## config.mk

```make
export PLATFORM = sky130hd
export DESIGN_NAME = c_source_token_scanner
export DESIGN_NICKNAME = d
export VERILOG_FILES = /design/src/rtl/ctscan_pkg.sv /design/src/rtl/ctscan_front.sv /design/src/rtl/ctscan_back.sv /design/src/rtl/c_source_token_scanner.sv
export SDC_FILE = /design/constraint.sdc
export NUM_CORES = 1
export LEC_CHECK = 0
export BUFFER_PORTS_ARGS = -buffer_cell sky130_fd_sc_hd__buf_2
export CAP_MARGIN = 20
export CORE_ASPECT_RATIO = 0.5
export CORE_MARGIN = 3
export CORE_UTILIZATION = 50
export CTS_CLUSTER_DIAMETER = 40
export DETAILED_ROUTE_END_ITERATION = 10
export PLACE_DENSITY = 0.69
export SYNTH_ARGS = -nofsm -noshare
export SYNTH_HDL_FRONTEND = slang
export SYNTH_SLANG_ARGS = --single-unit
```

## constraint.sdc

```tcl
create_clock -name i_clk -period 4.9 [get_ports i_clk]
set_clock_uncertainty 0.1 [all_clocks]
set_input_delay 0.49 -clock i_clk [delete_from_list [all_inputs] [get_ports i_clk]]
set_output_delay 0.49 -clock i_clk [all_outputs]
set_load 0.03 [all_outputs]
```

## src/rtl/ctscan_pkg.sv

```systemverilog
package ctscan_pkg;

    localparam int TOKEN_MAX = 32;
    localparam int LEN_W = $clog2(TOKEN_MAX + 1);
    localparam int IDX_W = $clog2(TOKEN_MAX);
    localparam int QDEPTH = 4;
    localparam int QPTR_W = $clog2(QDEPTH);

    typedef enum logic [3:0] {
        M_NORMAL, M_HASH, M_DIRWORD, M_INC_SEEK, M_INC_FIRST, M_INC_NAME,
        M_SKIP_LINE, M_IDENT, M_NUMBER, M_STRING, M_CHARCONST, M_SLASH,
        M_COMMENT, M_COMMENT_STAR
    } t_mode;

    typedef enum logic [1:0] {
        K_IDENT  = 2'd0,
        K_NUMBER = 2'd1,
        K_STRING = 2'd2,
        K_END    = 2'd3
    } t_kind;

    localparam logic [1:0] CFG_STRIP = 2'd0;
    localparam logic [1:0] CFG_KEEP_LO = 2'd1;
    localparam logic [1:0] CFG_KEEP_HI = 2'd2;

    // one emit command from the front to the back
    typedef struct packed {
        logic [LEN_W-1:0] first;
        logic [LEN_W-1:0] len;
        logic             ovf;
        t_kind            kind;
        logic             eof;
    } t_cmd;

    function automatic logic is_lead(input logic [7:0] c);
        return (c >= "a" && c <= "z") || (c >= "A" && c <= "Z") || c == "_";
    endfunction

    function automatic logic is_digit(input logic [7:0] c);
        return c >= "0" && c <= "9";
    endfunction

    function automatic logic is_num_extra(input logic [7:0] c);
        return (c >= "a" && c <= "f") || (c >= "A" && c <= "F") ||
               c == "x" || c == "X" || c == "l" || c == "L";
    endfunction

    function automatic logic is_boring(input logic [7:0] c);
        return !(c == 8'h0a || is_lead(c) || is_digit(c) || c == 8'h27 ||
                 c == 8'h22 || c == "/");
    endfunction

endpackage

```

## src/rtl/ctscan_front.sv

```systemverilog
module ctscan_front
    import ctscan_pkg::*;
(
    input  logic                 i_clk,
    input  logic                 i_rst_n,
    input  logic                 i_valid,
    input  logic [7:0]           i_byte_in,
    input  logic                 i_end_of_file,
    input  logic                 i_strip_underscore,
    input  logic [127:0]         i_keep,
    input  logic                 i_busy,
    output logic                 o_ready,
    output logic                 o_cmd_valid,
    output t_cmd                 o_cmd,
    output logic                 o_wr_en,
    output logic [IDX_W-1:0]     o_wr_addr,
    output logic [7:0]           o_wr_data
);

    t_mode             r_mode, n_mode;
    logic              r_line, n_line;
    logic [LEN_W-1:0]  r_len, n_len;
    logic              r_ovf, n_ovf;
    logic              r_kept, n_kept;
    logic [7:0]        r_w0, r_w1, r_w2, r_w3, r_w4, r_w5, r_w6;
    logic              r_us;
    logic              r_pend, n_pend;
    t_cmd              r_pcmd, n_pcmd;
    logic              r_dw;
    logic [7:0]        r_dc;

    logic [7:0] c;
    logic       put, clr, keep_c;
    t_cmd       cmd;
    logic       cmd_v;

    assign c = i_byte_in;
    // a trailing end token waits behind a token that eof flushed
    assign o_ready = !i_busy && !r_pend && !r_dw;

    always_comb begin
        keep_c = is_lead(c) || is_digit(c);
        if (c[7] == 1'b0)
            keep_c = keep_c || i_keep[c[6:0]];
    end

    function automatic logic word_is(input logic [LEN_W-1:0] len, input logic ovf,
                                     input logic [55:0] w, input logic [LEN_W-1:0] n,
                                     input logic [55:0] s);
        logic ok;
        ok = !ovf && len == n;
        for (int k = 0; k < 7; k++)
            if (k < n && w[8*k +: 8] != s[8*k +: 8])
                ok = 1'b0;
        return ok;
    endfunction

    logic [55:0] w;
    assign w = {r_w6, r_w5, r_w4, r_w3, r_w2, r_w1, r_w0};

    always_comb begin
        logic norm;
        n_mode = r_mode;
        n_line = r_line;
        n_len = r_len;
        n_ovf = r_ovf;
        n_kept = r_kept;
        n_pend = r_pend;
        n_pcmd = r_pcmd;
        put = 1'b0;
        clr = 1'b0;
        norm = 1'b0;
        cmd = '0;
        cmd_v = 1'b0;
        if (r_pend) begin
            if (!i_busy) begin
                cmd_v = 1'b1;
                cmd = r_pcmd;
                n_pend = 1'b0;
            end
        end else if (i_valid && i_end_of_file) begin
            cmd_v = 1'b1;
            cmd.eof = 1'b1;
            cmd.kind = K_END;
            if (r_mode == M_IDENT || r_mode == M_NUMBER) begin
                cmd.eof = 1'b0;
                cmd.kind = (r_mode == M_IDENT) ? K_IDENT : K_NUMBER;
                cmd.len = r_len;
                cmd.ovf = r_ovf;
                n_pend = 1'b1;
                n_pcmd = '0;
                n_pcmd.eof = 1'b1;
                n_pcmd.kind = K_END;
            end
            n_mode = M_NORMAL;
            n_line = 1'b1;
            n_len = '0;
            n_ovf = 1'b0;
            n_kept = 1'b1;
        end else if (i_valid) begin
            unique case (r_mode)
                M_NORMAL: begin
                    if (r_line) begin
                        n_line = 1'b0;
                        if (c == "#") n_mode = M_HASH;
                        else norm = 1'b1;
                    end else norm = 1'b1;
                end
                M_HASH: begin
                    if (!is_boring(c)) begin
                        if (is_lead(c)) begin
                            clr = 1'b1; put = 1'b1; n_mode = M_DIRWORD;
                        end else norm = 1'b1;
                    end
                end
                M_DIRWORD: begin
                    if (is_lead(c) || is_digit(c)) put = 1'b1;
                    else if (word_is(r_len, r_ovf, w, LEN_W'(7), "edulcni"))
                        n_mode = (c == 8'h22 || c == "<") ? M_INC_FIRST : M_INC_SEEK;
                    else if ((r_len >= LEN_W'(2) && r_w0 == "i" && r_w1 == "f") ||
                             word_is(r_len, r_ovf, w, LEN_W'(6), {8'h0, "enifed"}) ||
                             word_is(r_len, r_ovf, w, LEN_W'(5), {16'h0, "fednu"}))
                        norm = 1'b1;
                    else if (c == 8'h0a) begin
                        n_line = 1'b1; n_mode = M_NORMAL;
                    end else n_mode = M_SKIP_LINE;
                end
                M_INC_SEEK: if (c == 8'h22 || c == "<") n_mode = M_INC_FIRST;
                M_INC_FIRST: begin
                    clr = 1'b1; put = 1'b1; n_mode = M_INC_NAME;
                end
                M_INC_NAME: begin
                    if (c == 8'h22 || c == ">") begin
                        cmd_v = r_len != '0;
                        cmd.kind = K_STRING;
                        cmd.len = r_len;
                        cmd.ovf = r_ovf;
                        n_mode = M_NORMAL;
                    end else put = 1'b1;
                end
                M_SKIP_LINE: if (c == 8'h0a) begin
                    n_line = 1'b1; n_mode = M_NORMAL;
                end
                M_IDENT, M_NUMBER: begin
                    if (is_lead(c) && r_mode == M_IDENT || is_digit(c) ||
                        (r_mode == M_NUMBER && is_num_extra(c))) put = 1'b1;
                    else begin
                        cmd_v = 1'b1;
                        cmd.kind = (r_mode == M_IDENT) ? K_IDENT : K_NUMBER;
                        cmd.len = r_len;
                        cmd.ovf = r_ovf;
                        norm = 1'b1;
                    end
                end
                M_STRING: begin
                    if (c == 8'h22) begin
                        if (r_len != '0 && r_kept) begin
                            cmd_v = 1'b1;
                            cmd.kind = K_STRING;
                            cmd.len = r_len;
                            cmd.ovf = r_ovf;
                            if (i_strip_underscore && r_us && r_len > LEN_W'(1))
                                cmd.first = LEN_W'(1);
                        end
                        n_mode = M_NORMAL;
                    end else if (c == 8'h0a) norm = 1'b1;
                    else begin
                        if (!keep_c) n_kept = 1'b0;
                        put = 1'b1;
                    end
                end
                M_CHARCONST: begin
                    if (c == 8'h27) n_mode = M_NORMAL;
                    else if (c == 8'h0a) norm = 1'b1;
                end
                M_SLASH: begin
                    if (c == "*") n_mode = M_COMMENT;
                    else norm = 1'b1;
                end
                M_COMMENT: if (c == "*") n_mode = M_COMMENT_STAR;
                M_COMMENT_STAR: begin
                    if (c == "/") n_mode = M_NORMAL;
                    else if (c != "*") n_mode = M_COMMENT;
                end
                default: norm = 1'b1;
            endcase
            if (norm) begin
                n_mode = M_NORMAL;
                if (c == 8'h22) begin
                    clr = 1'b1; n_mode = M_STRING;
                end else if (c == 8'h27) n_mode = M_CHARCONST;
                else if (c == "/") n_mode = M_SLASH;
                else if (c == 8'h0a) n_line = 1'b1;
                else if (is_lead(c)) begin
                    clr = 1'b1; put = 1'b1; n_mode = M_IDENT;
                end else if (is_digit(c)) begin
                    clr = 1'b1; put = 1'b1; n_mode = M_NUMBER;
                end
            end
            if (clr) begin
                n_len = '0; n_ovf = 1'b0; n_kept = 1'b1;
            end
            if (put) begin
                if ((clr ? '0 : r_len) < LEN_W'(TOKEN_MAX))
                    n_len = (clr ? '0 : r_len) + LEN_W'(1);
                else n_ovf = 1'b1;
            end
        end
    end

    logic [LEN_W-1:0] wpos;
    logic             wr_now;
    assign wpos = clr ? '0 : r_len;
    // a letter that ends a number starts an identifier while the back still needs
    // entry 0, so its write waits until the back is idle
    assign wr_now = put && !cmd_v && wpos < LEN_W'(TOKEN_MAX);
    assign o_wr_en = wr_now || (r_dw && !i_busy);
    assign o_wr_addr = r_dw ? '0 : wpos[IDX_W-1:0];
    assign o_wr_data = r_dw ? r_dc : c;
    assign o_cmd_valid = cmd_v;
    assign o_cmd = cmd;

    always_ff @(posedge i_clk) begin
        if (!i_rst_n) begin
            r_mode <= M_NORMAL;
            r_line <= 1'b1;
            r_len <= '0;
            r_ovf <= 1'b0;
            r_kept <= 1'b1;
            r_pend <= 1'b0;
        end else if (o_ready || r_pend) begin
            r_mode <= n_mode;
            r_line <= n_line;
            r_len <= n_len;
            r_ovf <= n_ovf;
            r_kept <= n_kept;
            r_pend <= n_pend;
        end
    end

    always_ff @(posedge i_clk) begin
        if (!i_rst_n) begin
            r_dw <= 1'b0;
        end else if (r_dw) begin
            if (!i_busy) r_dw <= 1'b0;
        end else if (put && cmd_v) begin
            r_dw <= 1'b1;
        end
    end

    // shadow of the first seven characters for directive matching
    always_ff @(posedge i_clk) begin
        r_pcmd <= n_pcmd;
        if (put && cmd_v) r_dc <= c;
        if (wr_now) begin
            unique case (wpos)
                LEN_W'(0): begin r_w0 <= c; r_us <= (c == "_"); end
                LEN_W'(1): r_w1 <= c;
                LEN_W'(2): r_w2 <= c;
                LEN_W'(3): r_w3 <= c;
                LEN_W'(4): r_w4 <= c;
                LEN_W'(5): r_w5 <= c;
                LEN_W'(6): r_w6 <= c;
                default: ;
            endcase
        end
    end

endmodule

```

## src/rtl/ctscan_back.sv

```systemverilog
module ctscan_back
    import ctscan_pkg::*;
(
    input  logic              i_clk,
    input  logic              i_rst_n,
    input  logic              i_cmd_valid,
    input  t_cmd              i_cmd,
    input  logic              i_wr_en,
    input  logic [IDX_W-1:0]  i_wr_addr,
    input  logic [7:0]        i_wr_data,
    input  logic              i_pop,
    output logic              o_busy,
    output logic              o_empty,
    output logic [7:0]        o_token_char,
    output logic [1:0]        o_token_kind,
    output logic              o_truncated,
    output logic              o_last
);

    logic [7:0]        r_mem [TOKEN_MAX];
    logic              r_act;
    t_cmd              r_cmd;
    logic [LEN_W-1:0]  r_pos;
    logic              r_rv;
    logic [7:0]        r_rd;
    logic [1:0]        r_rk;
    logic              r_rt, r_rl;

    typedef struct packed {
        logic [7:0] ch;
        logic [1:0] kind;
        logic       trunc;
        logic       last;
    } t_res;

    t_res              r_q [QDEPTH];
    logic [QPTR_W-1:0] r_wp, r_rp;
    logic [QPTR_W:0]   r_cnt;

    logic step, push_q, pop_q, room;
    logic [QPTR_W:0] inflight;

    assign inflight = r_cnt + {{QPTR_W{1'b0}}, r_rv};
    assign room = inflight < (QPTR_W+1)'(QDEPTH - 1) ||
                  (inflight < (QPTR_W+1)'(QDEPTH) && pop_q);
    assign step = r_act && room;
    assign o_busy = r_act || i_cmd_valid && 1'b0;
    assign pop_q = i_pop && !o_empty;
    assign push_q = r_rv;
    assign o_empty = r_cnt == '0;

    always_ff @(posedge i_clk) begin
        if (i_wr_en) r_mem[i_wr_addr] <= i_wr_data;
        if (step) r_rd <= r_mem[r_pos[IDX_W-1:0]];
        r_rk <= r_cmd.kind;
        r_rt <= r_cmd.ovf;
        r_rl <= r_cmd.eof || (r_pos + LEN_W'(1) == r_cmd.len);
        if (push_q) r_q[r_wp] <= '{ch: r_rd, kind: r_rk, trunc: r_rt, last: r_rl};
        if (i_cmd_valid) r_cmd <= i_cmd;
    end

    always_ff @(posedge i_clk) begin
        if (!i_rst_n) begin
            r_act <= 1'b0;
            r_pos <= '0;
            r_rv <= 1'b0;
            r_wp <= '0;
            r_rp <= '0;
            r_cnt <= '0;
        end else begin
            r_rv <= step;
            if (i_cmd_valid) begin
                r_act <= 1'b1;
                r_pos <= i_cmd.first;
            end else if (step) begin
                if (r_cmd.eof || r_pos + LEN_W'(1) >= r_cmd.len) r_act <= 1'b0;
                r_pos <= r_pos + LEN_W'(1);
            end
            if (push_q) r_wp <= r_wp + QPTR_W'(1);
            if (pop_q) r_rp <= r_rp + QPTR_W'(1);
            r_cnt <= r_cnt + (QPTR_W+1)'(push_q) - (QPTR_W+1)'(pop_q);
        end
    end

    t_res head;
    assign head = r_q[r_rp];
    assign o_token_char = head.kind == K_END ? 8'h00 : head.ch;
    assign o_token_kind = head.kind;
    assign o_truncated = head.trunc;
    assign o_last = head.last;

endmodule

```

## src/rtl/c_source_token_scanner.sv

```systemverilog
// result path: the command for the byte ending a token is registered in the back,
// each character is read from the store into a read register, then queued for the result ports
// throughput: one byte per cycle while no token drains; while a token drains (single store
// read port) the input is held, and also while a letter that ends a number waits to be written
// reset: synchronous active-low i_rst_n returns scan state, queue and registers
// to their defaults (strip_underscore 1, keep masks 0); no clearing pass
module c_source_token_scanner
    import ctscan_pkg::*;
(
    input  logic        i_clk,
    input  logic        i_rst_n,
    input  logic        push,
    output logic        full,
    input  logic [7:0]  i_byte_in,
    input  logic        i_end_of_file,
    output logic        empty,
    input  logic        pop,
    output logic [7:0]  o_token_char,
    output logic [1:0]  o_token_kind,
    output logic        o_truncated,
    output logic        o_last,
    input  logic        i_cfg_valid,
    output logic        o_cfg_ready,
    input  logic [1:0]  i_cfg_index,
    input  logic [63:0] i_cfg_data
);

    logic         r_strip;
    logic [127:0] r_keep;
    logic         ready, busy, cmd_v, wr_en;
    t_cmd         cmd;
    logic [IDX_W-1:0] wr_addr;
    logic [7:0]   wr_data;

    assign o_cfg_ready = 1'b1;
    assign full = !ready;

    always_ff @(posedge i_clk) begin
        if (!i_rst_n) begin
            r_strip <= 1'b1;
            r_keep <= '0;
        end else if (i_cfg_valid) begin
            case (i_cfg_index)
                CFG_STRIP:   r_strip <= i_cfg_data[0];
                CFG_KEEP_LO: r_keep[63:0] <= i_cfg_data;
                CFG_KEEP_HI: r_keep[127:64] <= i_cfg_data;
                default: ;
            endcase
        end
    end

    ctscan_front u_front (
        .i_clk, .i_rst_n,
        .i_valid(push && ready),
        .i_byte_in, .i_end_of_file,
        .i_strip_underscore(r_strip),
        .i_keep(r_keep),
        .i_busy(busy),
        .o_ready(ready),
        .o_cmd_valid(cmd_v),
        .o_cmd(cmd),
        .o_wr_en(wr_en),
        .o_wr_addr(wr_addr),
        .o_wr_data(wr_data)
    );

    ctscan_back u_back (
        .i_clk, .i_rst_n,
        .i_cmd_valid(cmd_v),
        .i_cmd(cmd),
        .i_wr_en(wr_en),
        .i_wr_addr(wr_addr),
        .i_wr_data(wr_data),
        .i_pop(pop),
        .o_busy(busy),
        .o_empty(empty),
        .o_token_char,
        .o_token_kind,
        .o_truncated,
        .o_last
    );

endmodule
```

# Yosys cells after proc, flatten, opt, wreduce, memory -nomap -nowiden
# Memories as Yosys holds them, arrays and structs flattened. A register that Yosys moved wholly into a read port is not among the register bits.
# Cells that the tools add are included.
[word_totals]
memories = 2
mem_bits_rw = 304
wordCells = 408
register_bits = 238
input_bits = 80
out_inout_bits = 15
[memory_table]
columns = ["name", "words", "word_bits", "rd", "rd_clocked_by_memory_dff", "write_ports", "line_no", "rtl"]
rows = [
  ["u_back.r_mem", 32, 8, 1, 1, 1, "ctscan_back.sv:20", "logic [7:0] r_mem [TOKEN_MAX];"],
  ["u_back.r_q", 4, 12, 1, 1, 1, "ctscan_back.sv:36", "t_res r_q [QDEPTH];"],
]
[op_classes]
bitwise_logic = 1
n_eq_ne = 76
n_lt_le_gt_ge = 16
n_reduce_logical = 85
muxes = 190
addsub = 6
[op_table]
columns = ["operator", "count"]
rows = [
  ["8-bit by 7-bit != test with 1-bit output, second input constant", 17],
  ["1-bit 2-to-1 mux", 131],
  ["4-bit 2-to-1 mux", 25],
  ["6-bit 2-to-1 mux", 10],
  ["8-bit by 6-bit == test with 1-bit output, second input constant", 7],
  ["8-bit by 7-bit == test with 1-bit output, second input constant", 7],
  ["4-bit one-hot mux with 12 select lines", 1],
  ["15-bit 2-to-1 mux", 3],
  ["4-bit by 1-bit != test with 1-bit output, second input constant", 11],
  ["6-bit by 3-bit == test with 1-bit output, second input constant", 6],
  ["8-bit by 7-bit <= comparator with 1-bit output, second input constant", 4],
  ["9-bit 2-to-1 mux", 3],
  ["9-bit one-hot mux with 3 select lines", 1],
  ["1-bit logical AND", 26],
  ["1-bit logical OR", 26],
  ["4-bit == test, second input constant", 6],
  ["2-bit AND reduction", 11],
  ["18-bit AND reduction", 1],
  ["4-bit by 3-bit == test with 1-bit output, second input constant", 4],
  ["8-bit by 7-bit >= comparator with 1-bit output, second input constant", 2],
  ["16-bit 2-to-1 mux", 1],
  ["8-bit 2-to-1 mux", 2],
  ["14-bit nonzero test", 1],
  ["6-bit by 1-bit adder with 6-bit output, second input constant", 2],
  ["other kinds (48)", 66],
]

# Logic depth before layout (Yosys ltp)
[logic_depth]
depth_word = 42
depth_mapped = 16
ltp_nobuf = 12

# Modules after synthesis
# A second synthesis with hierarchy kept.
[unflattened]
cells_unflattened = 1746
hier_area_um2 = 24129.4
[modules_own_cells]
columns = ["module", "area_each_um2", "cells_each", "seq_area_each_um2", "n_inst"]
rows = [
  ["ctscan_back", 13621.8, 752, 10089.7, 1],
  ["ctscan_front", 5600.4, 500, 2252.2, 1],
  ["c_source_token_scanner", 4907.2, 494, 2582.5, 1],
]

# Worst setup path after synthesis
# Ideal clock, no wire load.
[synth_path]
path_kind = "input-to-reg"
start = "input port i_byte_in[5]"
end = "memory u_back.r_mem[9][0], enable pin"
cell_stages = 10
arrival_time_ns = 3.680
path_slack_ns = 0.725
cell_sequence = "clkbuf_1 nor3b_1 a2bb2oi_1 and3_1 nor3_1 and4bb_2 o21ai_2 nor4b_4 nand4b_4 nor4_1"
[synth_lines]
columns = ["item", "line_no", "rtl"]
rows = [
  ["start: declaration", "c_source_token_scanner.sv:14", "input logic [7:0] i_byte_in,"],
  ["8-bit by 7-bit >= comparator with 1-bit output or 8-bit by 7-bit <= comparator with 1-bit output (tied branches)", "ctscan_pkg.sv:36, ctscan_pkg.sv:44", ""],
  ["1-bit logical AND", "ctscan_pkg.sv:44", "return (c >= \"a\" && c <= \"f\") || (c >= \"A\" && c <= \"F\") ||"],
  ["1-bit logical OR (2 in a row)", "ctscan_pkg.sv:44", ""],
  ["1-bit logical OR (3 in a row)", "ctscan_pkg.sv:45", "c == \"x\" || c == \"X\" || c == \"l\" || c == \"L\";"],
  ["1-bit logical AND", "ctscan_front.sv:146", "(r_mode == M_NUMBER && is_num_extra(c))) put = 1'b1;"],
  ["1-bit logical OR", "ctscan_front.sv:145", "if (is_lead(c) && r_mode == M_IDENT || is_digit(c) ||"],
  ["1-bit 2-to-1 mux", "ctscan_front.sv:145", ""],
  ["1-bit one-hot mux with 3 select lines (*)", "ctscan_front.sv:101", "unique case (r_mode)"],
  ["1-bit 2-to-1 mux (*)", "ctscan_front.sv:100", "end else if (i_valid) begin"],
  ["1-bit 2-to-1 mux (*)", "ctscan_front.sv:81", "end else if (i_valid && i_end_of_file) begin"],
  ["1-bit 2-to-1 mux (*)", "ctscan_front.sv:75", "if (r_pend) begin"],
  ["named net cmd_v", "c_source_token_scanner.sv:30", "logic ready, busy, cmd_v, wr_en;"],
  ["1-bit zero test (*)", "ctscan_front.sv:216", "assign wr_now = put && !cmd_v && wpos < LEN_W'(TOKEN_MAX);"],
  ["1-bit logical AND (*) (2 in a row)", "ctscan_front.sv:216", ""],
  ["1-bit logical OR (*)", "ctscan_front.sv:217", "assign o_wr_en = wr_now || (r_dw && !i_busy);"],
  ["1-bit 2-to-1 mux (*)", "ctscan_back.sv:53", "if (i_wr_en) r_mem[i_wr_addr] <= i_wr_data;"],
  ["1-bit 2-to-1 mux (implied by the code) (*)", "ctscan_back.sv:53", ""],
  ["end: declaration", "ctscan_back.sv:20", ""],
]
# Mark *: on every way through the listed nets, which the timed path passes. The rest lies on a longest branch. The select of a mux whose other input is x is not followed.

# Final worst setup path
[layout_path]
start = "register u_front.r_len[3]"
end = "memory u_back.r_mem[10][5], enable pin"
[layout_via]
elab_chain_cells = 36
[layout_rtl]
columns = ["item", "line_no", "rtl"]
rows = [
  ["start: declaration", "ctscan_front.sv:22", "logic [LEN_W-1:0] r_len, n_len;"],
  ["start signal: assignment", "ctscan_front.sv:234", "r_len <= n_len;"],
  ["6-bit by 3-bit == test with 1-bit output", "ctscan_front.sv:51", "ok = !ovf && len == n;"],
  ["1-bit logical AND", "ctscan_front.sv:51", ""],
  ["1-bit 2-to-1 mux (6 in a row)", "ctscan_front.sv:53", "if (k < n && w[8*k +: 8] != s[8*k +: 8])"],
  ["1-bit 2-to-1 mux", "ctscan_front.sv:118", "else if (word_is(r_len, r_ovf, w, LEN_W'(7), \"edulcni\"))"],
  ["1-bit 2-to-1 mux", "ctscan_front.sv:117", "if (is_lead(c) || is_digit(c)) put = 1'b1;"],
  ["1-bit 2-to-1 mux", "ctscan_front.sv:101", ""],
  ["1-bit 2-to-1 mux", "ctscan_front.sv:100", ""],
  ["1-bit 2-to-1 mux", "ctscan_front.sv:81", ""],
  ["[... 15 more ...]", "n/a", ""],
  ["1-bit 2-to-1 mux", "ctscan_front.sv:81", ""],
  ["1-bit 2-to-1 mux", "ctscan_front.sv:75", ""],
  ["6-bit 2-to-1 mux", "ctscan_front.sv:213", "assign wpos = clr ? '0 : r_len;"],
  ["6-bit < comparator", "ctscan_front.sv:216", ""],
  ["1-bit logical AND", "ctscan_front.sv:216", ""],
  ["1-bit logical OR", "ctscan_front.sv:217", ""],
  ["1-bit 2-to-1 mux", "ctscan_back.sv:53", ""],
  ["1-bit 2-to-1 mux (implied by the code)", "ctscan_back.sv:53", ""],
]
# Several ways; a longest one is shown, not always the timed one. The select of a mux whose other input is x is not followed.

==> results.json <==
{
  "status": "finished clean",
  "portBuffers": 93,
  "start_kind": "flop",
  "ys_warn_count": 0,
  "synth_seq_area_share_pct": 64.9,
  "syn_inst": 1626,
  "sw_frac_of_total_pct": 23.3,
  "slew_headroom_pct": 28.2,
  "yosys-top-cells-count": "edfxtp_1, nand2_1, dfxtp_1, a21oi_1, mux4_2",
  "antenna_found_initial": 0,
  "numCtsBuffers": 51,
  "power_leakage_nw": 8.58,
  "hp-class": "primary input to flop",
  "avgSynthCellArea_um2": 14.1,
  "path_cells": "nand2b_1 -> buf_4 -> or4b_4 -> o22ai_1 -> a21oi_1 -> or4_4 -> nand3_2 -> a21bo_2 -> nand4_4 -> nor4_1 -> buf_4",
  "drtAntennaViolNets": 0,
  "cts_resized": 0,
  "finalSetupViolations": 0,
  "grt-ovfl-total": 0,
  "nets": 1829,
  "crit_family": "simple AND/OR/NAND/NOR gates",
  "start_util_pct": 51.7,
  "fillers": 3433,
  "core_area_um2": 44500,
  "clock_latency_ps": 600,
  "synth_nets": 1722,
  "finalHoldViolations": 0,
  "multi_input_area_um2": 7630,
  "via_per_inst": 6.04,
  "dp_hpwl_mm": 34.2,
  "drive_above_1_share_pct": 23.6,
  "cp.buffers_inverters": 2,
  "tightest_slew_ps": 1070,
  "fin_crit_ps": 4310,
  "rsz0062_at_grt": "false",
  "slew_violations": 0,
  "finalSetupTns_ps": 0,
  "clk_pin_slew_ps": 70,
  "netlist.area_leader.share_pct": 50.5,
  "layout.area.seq_um2": 14900,
  "combinationalPowerShare_pct": 9.1,
  "dieArea_um2": 48800,
  "drtPass1Iterations": 6,
  "die_h_um": 158,
  "crit_path_max_incr_delay_ps": 580,
  "ios": 95,
  "cts.path.max_buffers": 3,
  "rows": 54,
  "p_int_mw": 7.86,
  "required_ps": 5090,
  "critPathKind": "flop to flop",
  "worst_path_max_delay_cell": "or4_4",
  "syn_area_um2": 23000,
  "cp_common_cell": "buf_4",
  "drt_iter0_drc": 1345,
  "place.gp.congestion": 0.947,
  "synth_edf_count": 387,
  "final_area_um2": 26100,
  "cp-end-kind": "flop",
  "grt_pass1_vias": 13662,
  "wl_per_cell_um": 22.5,
  "p_sw_mw": 2.39,
  "arrival_ps": 4500,
  "totalWireLength_mm": 53.1,
  "synthArstFlopShare_pct": 0,
  "place_ws_ps": 544,
  "synthTopCellsByArea": "edfxtp_1, dfxtp_1, mux4_2",
  "timing.final.ws_setup_ps": 588,
  "grt_pass1_wl_mm": 82.3,
  "fmax_mhz": 232,
  "pwr-share-clk_pct": 40.2,
  "ir_drop_mv": 0.246,
  "cts_tree": "built",
  "worst-path-max-fanout": 21,
  "power_density_nw_per_um2": 393,
  "antenna_cells": 0,
  "cts_root_buf": "clkbuf_16",
  "vias": 14253,
  "cts_htree_levels": 2,
  "synth.most_common_cell": "edfxtp_1",
  "cts_sinks": 552,
  "cts_setup_buffers": 0,
  "die_w_um": 309,
  "maxCapViolCount": 0,
  "ys_ff_latch": 552,
  "yosysUniqueCellTypes": 86,
  "syn_to_final_growth_pct": 13.4,
  "grt_max_degree": 65,
  "seq_power_share_pct": 50.6,
  "synthFlopType": "edfxtp_1",
  "synth_top_area_cell": "edfxtp_1",
  "fin_crit_sh_pct": 88.0,
  "drt_drc_violations_left": 0,
  "place_area_um2": 24300,
  "grtUsageTotal_pct": 22.1,
  "hold_buffers": 0
}
kinds of logic after synthesis:
group	count (synthesis)	synth area share, %
AO/OA/AOI/OAI	230	5.99
XOR/XNOR	15	0.571
adder cells (fa/ha/maj)	16	0.870
buffers and inverters	119	2.06
flip-flops	552	64.9
multiplexers	153	13.9
other	1	0.0163
AND/OR/NAND/NOR	540	11.7
cell usage in the layout (no fill, tap or decap), types with 18 or more instances in the layout:
master and count:
a21oi_1 148, and2_1 18, buf_2 93, buf_4 66, clkbuf_16 52, dfxtp_1 163, edfxtp_1 387, mux4_2 132
nand2_1 295, nand3_1 20, nor2_1 55, nor2b_1 20, nor4_1 24
worst reg2reg max path, delay by kind of cell (launching register included):
kind / cells / cell delay (ps)
AOI/OAI and AO/OA: 3 / 810
buffers and inverters: 2 / 430
and+or+nand+nor: 6 / 2260
DFF: 1 / 400
path summary, 6_finish.rpt:
check                           cells after the start                             to  slack [ps]                           from
worst max-delay path                               11  u_back.r_mem[10][5]$_DFFE_PP_         590  u_front.r_len[3]$_SDFFE_PN0P_
worst min-delay path                                3       r_keep[103]$_SDFFE_PN0P_          50                 i_cfg_data[39]
worst max register to register                     11  u_back.r_mem[10][5]$_DFFE_PP_         590  u_front.r_len[3]$_SDFFE_PN0P_
worst min register to register                      0         u_back.r_rk[0]$_DFF_P_         240      u_back.r_cmd[1]$_DFFE_PN_
power by group through the flow:
stage | Combinational, mW | Sequential (mW) | Clock (mW)
floorplan | 0.713 | 5.22 | 0
global placement | 0.931 | 5.29 | 0
detailed placement | 0.941 | 5.30 | 0
CTS | 0.944 | 5.19 | 4.21
global route | 1.01 | 5.21 | 4.40
finish | 0.936 | 5.19 | 4.13
state kept, by name (all words and copies together) (netlist names), 8 cells and up, named ones only:
signal and flops:
r_keep 128, u_back.r_cmd 10, u_back.r_mem 256, u_back.r_q 48
u_back.r_rd 8, u_front.r_dc 8, u_front.r_w0 8, u_front.r_w1 8
u_front.r_w2 8, u_front.r_w3 8, u_front.r_w4 8, u_front.r_w5 8
u_front.r_w6 8
area by class of cell:
class	count	share of cell area [%]
clock buffer	67	5.36
clock inverter	26	1.36
inverter	13	0.197
multi-input combinational	955	29.3
sequential	552	57.2
tap	588	2.82
timing repair buffer	160	3.76
metrics by stage:
step | total power [mW] | util [%] | hold slack [ps] | std cells
final | 10.3 | 58.7 | 52.0 | 2361
after global routing | 10.6 | 58.7 | 31.4 | 2361
after CTS | 10.3 | 58.7 | 22.1 | 2361
after detailed placement | 6.24 | 54.7 | 229 | 2268
after global placement | 6.22 | 54.7 | 230 | 2268
after floorplan | 5.93 | - | 223 | 1626
routing by layer:
layer,global-route usage [%],vias to the layer above,routed length (um)
li1,-,6403,-
met1,31.3,7175,22400
met2,36.5,597,25700
met3,4.06,78,4180
met4,4.29,0,826
met5,0,-,0
Note: power is estimated with default switching activity, not from simulation.
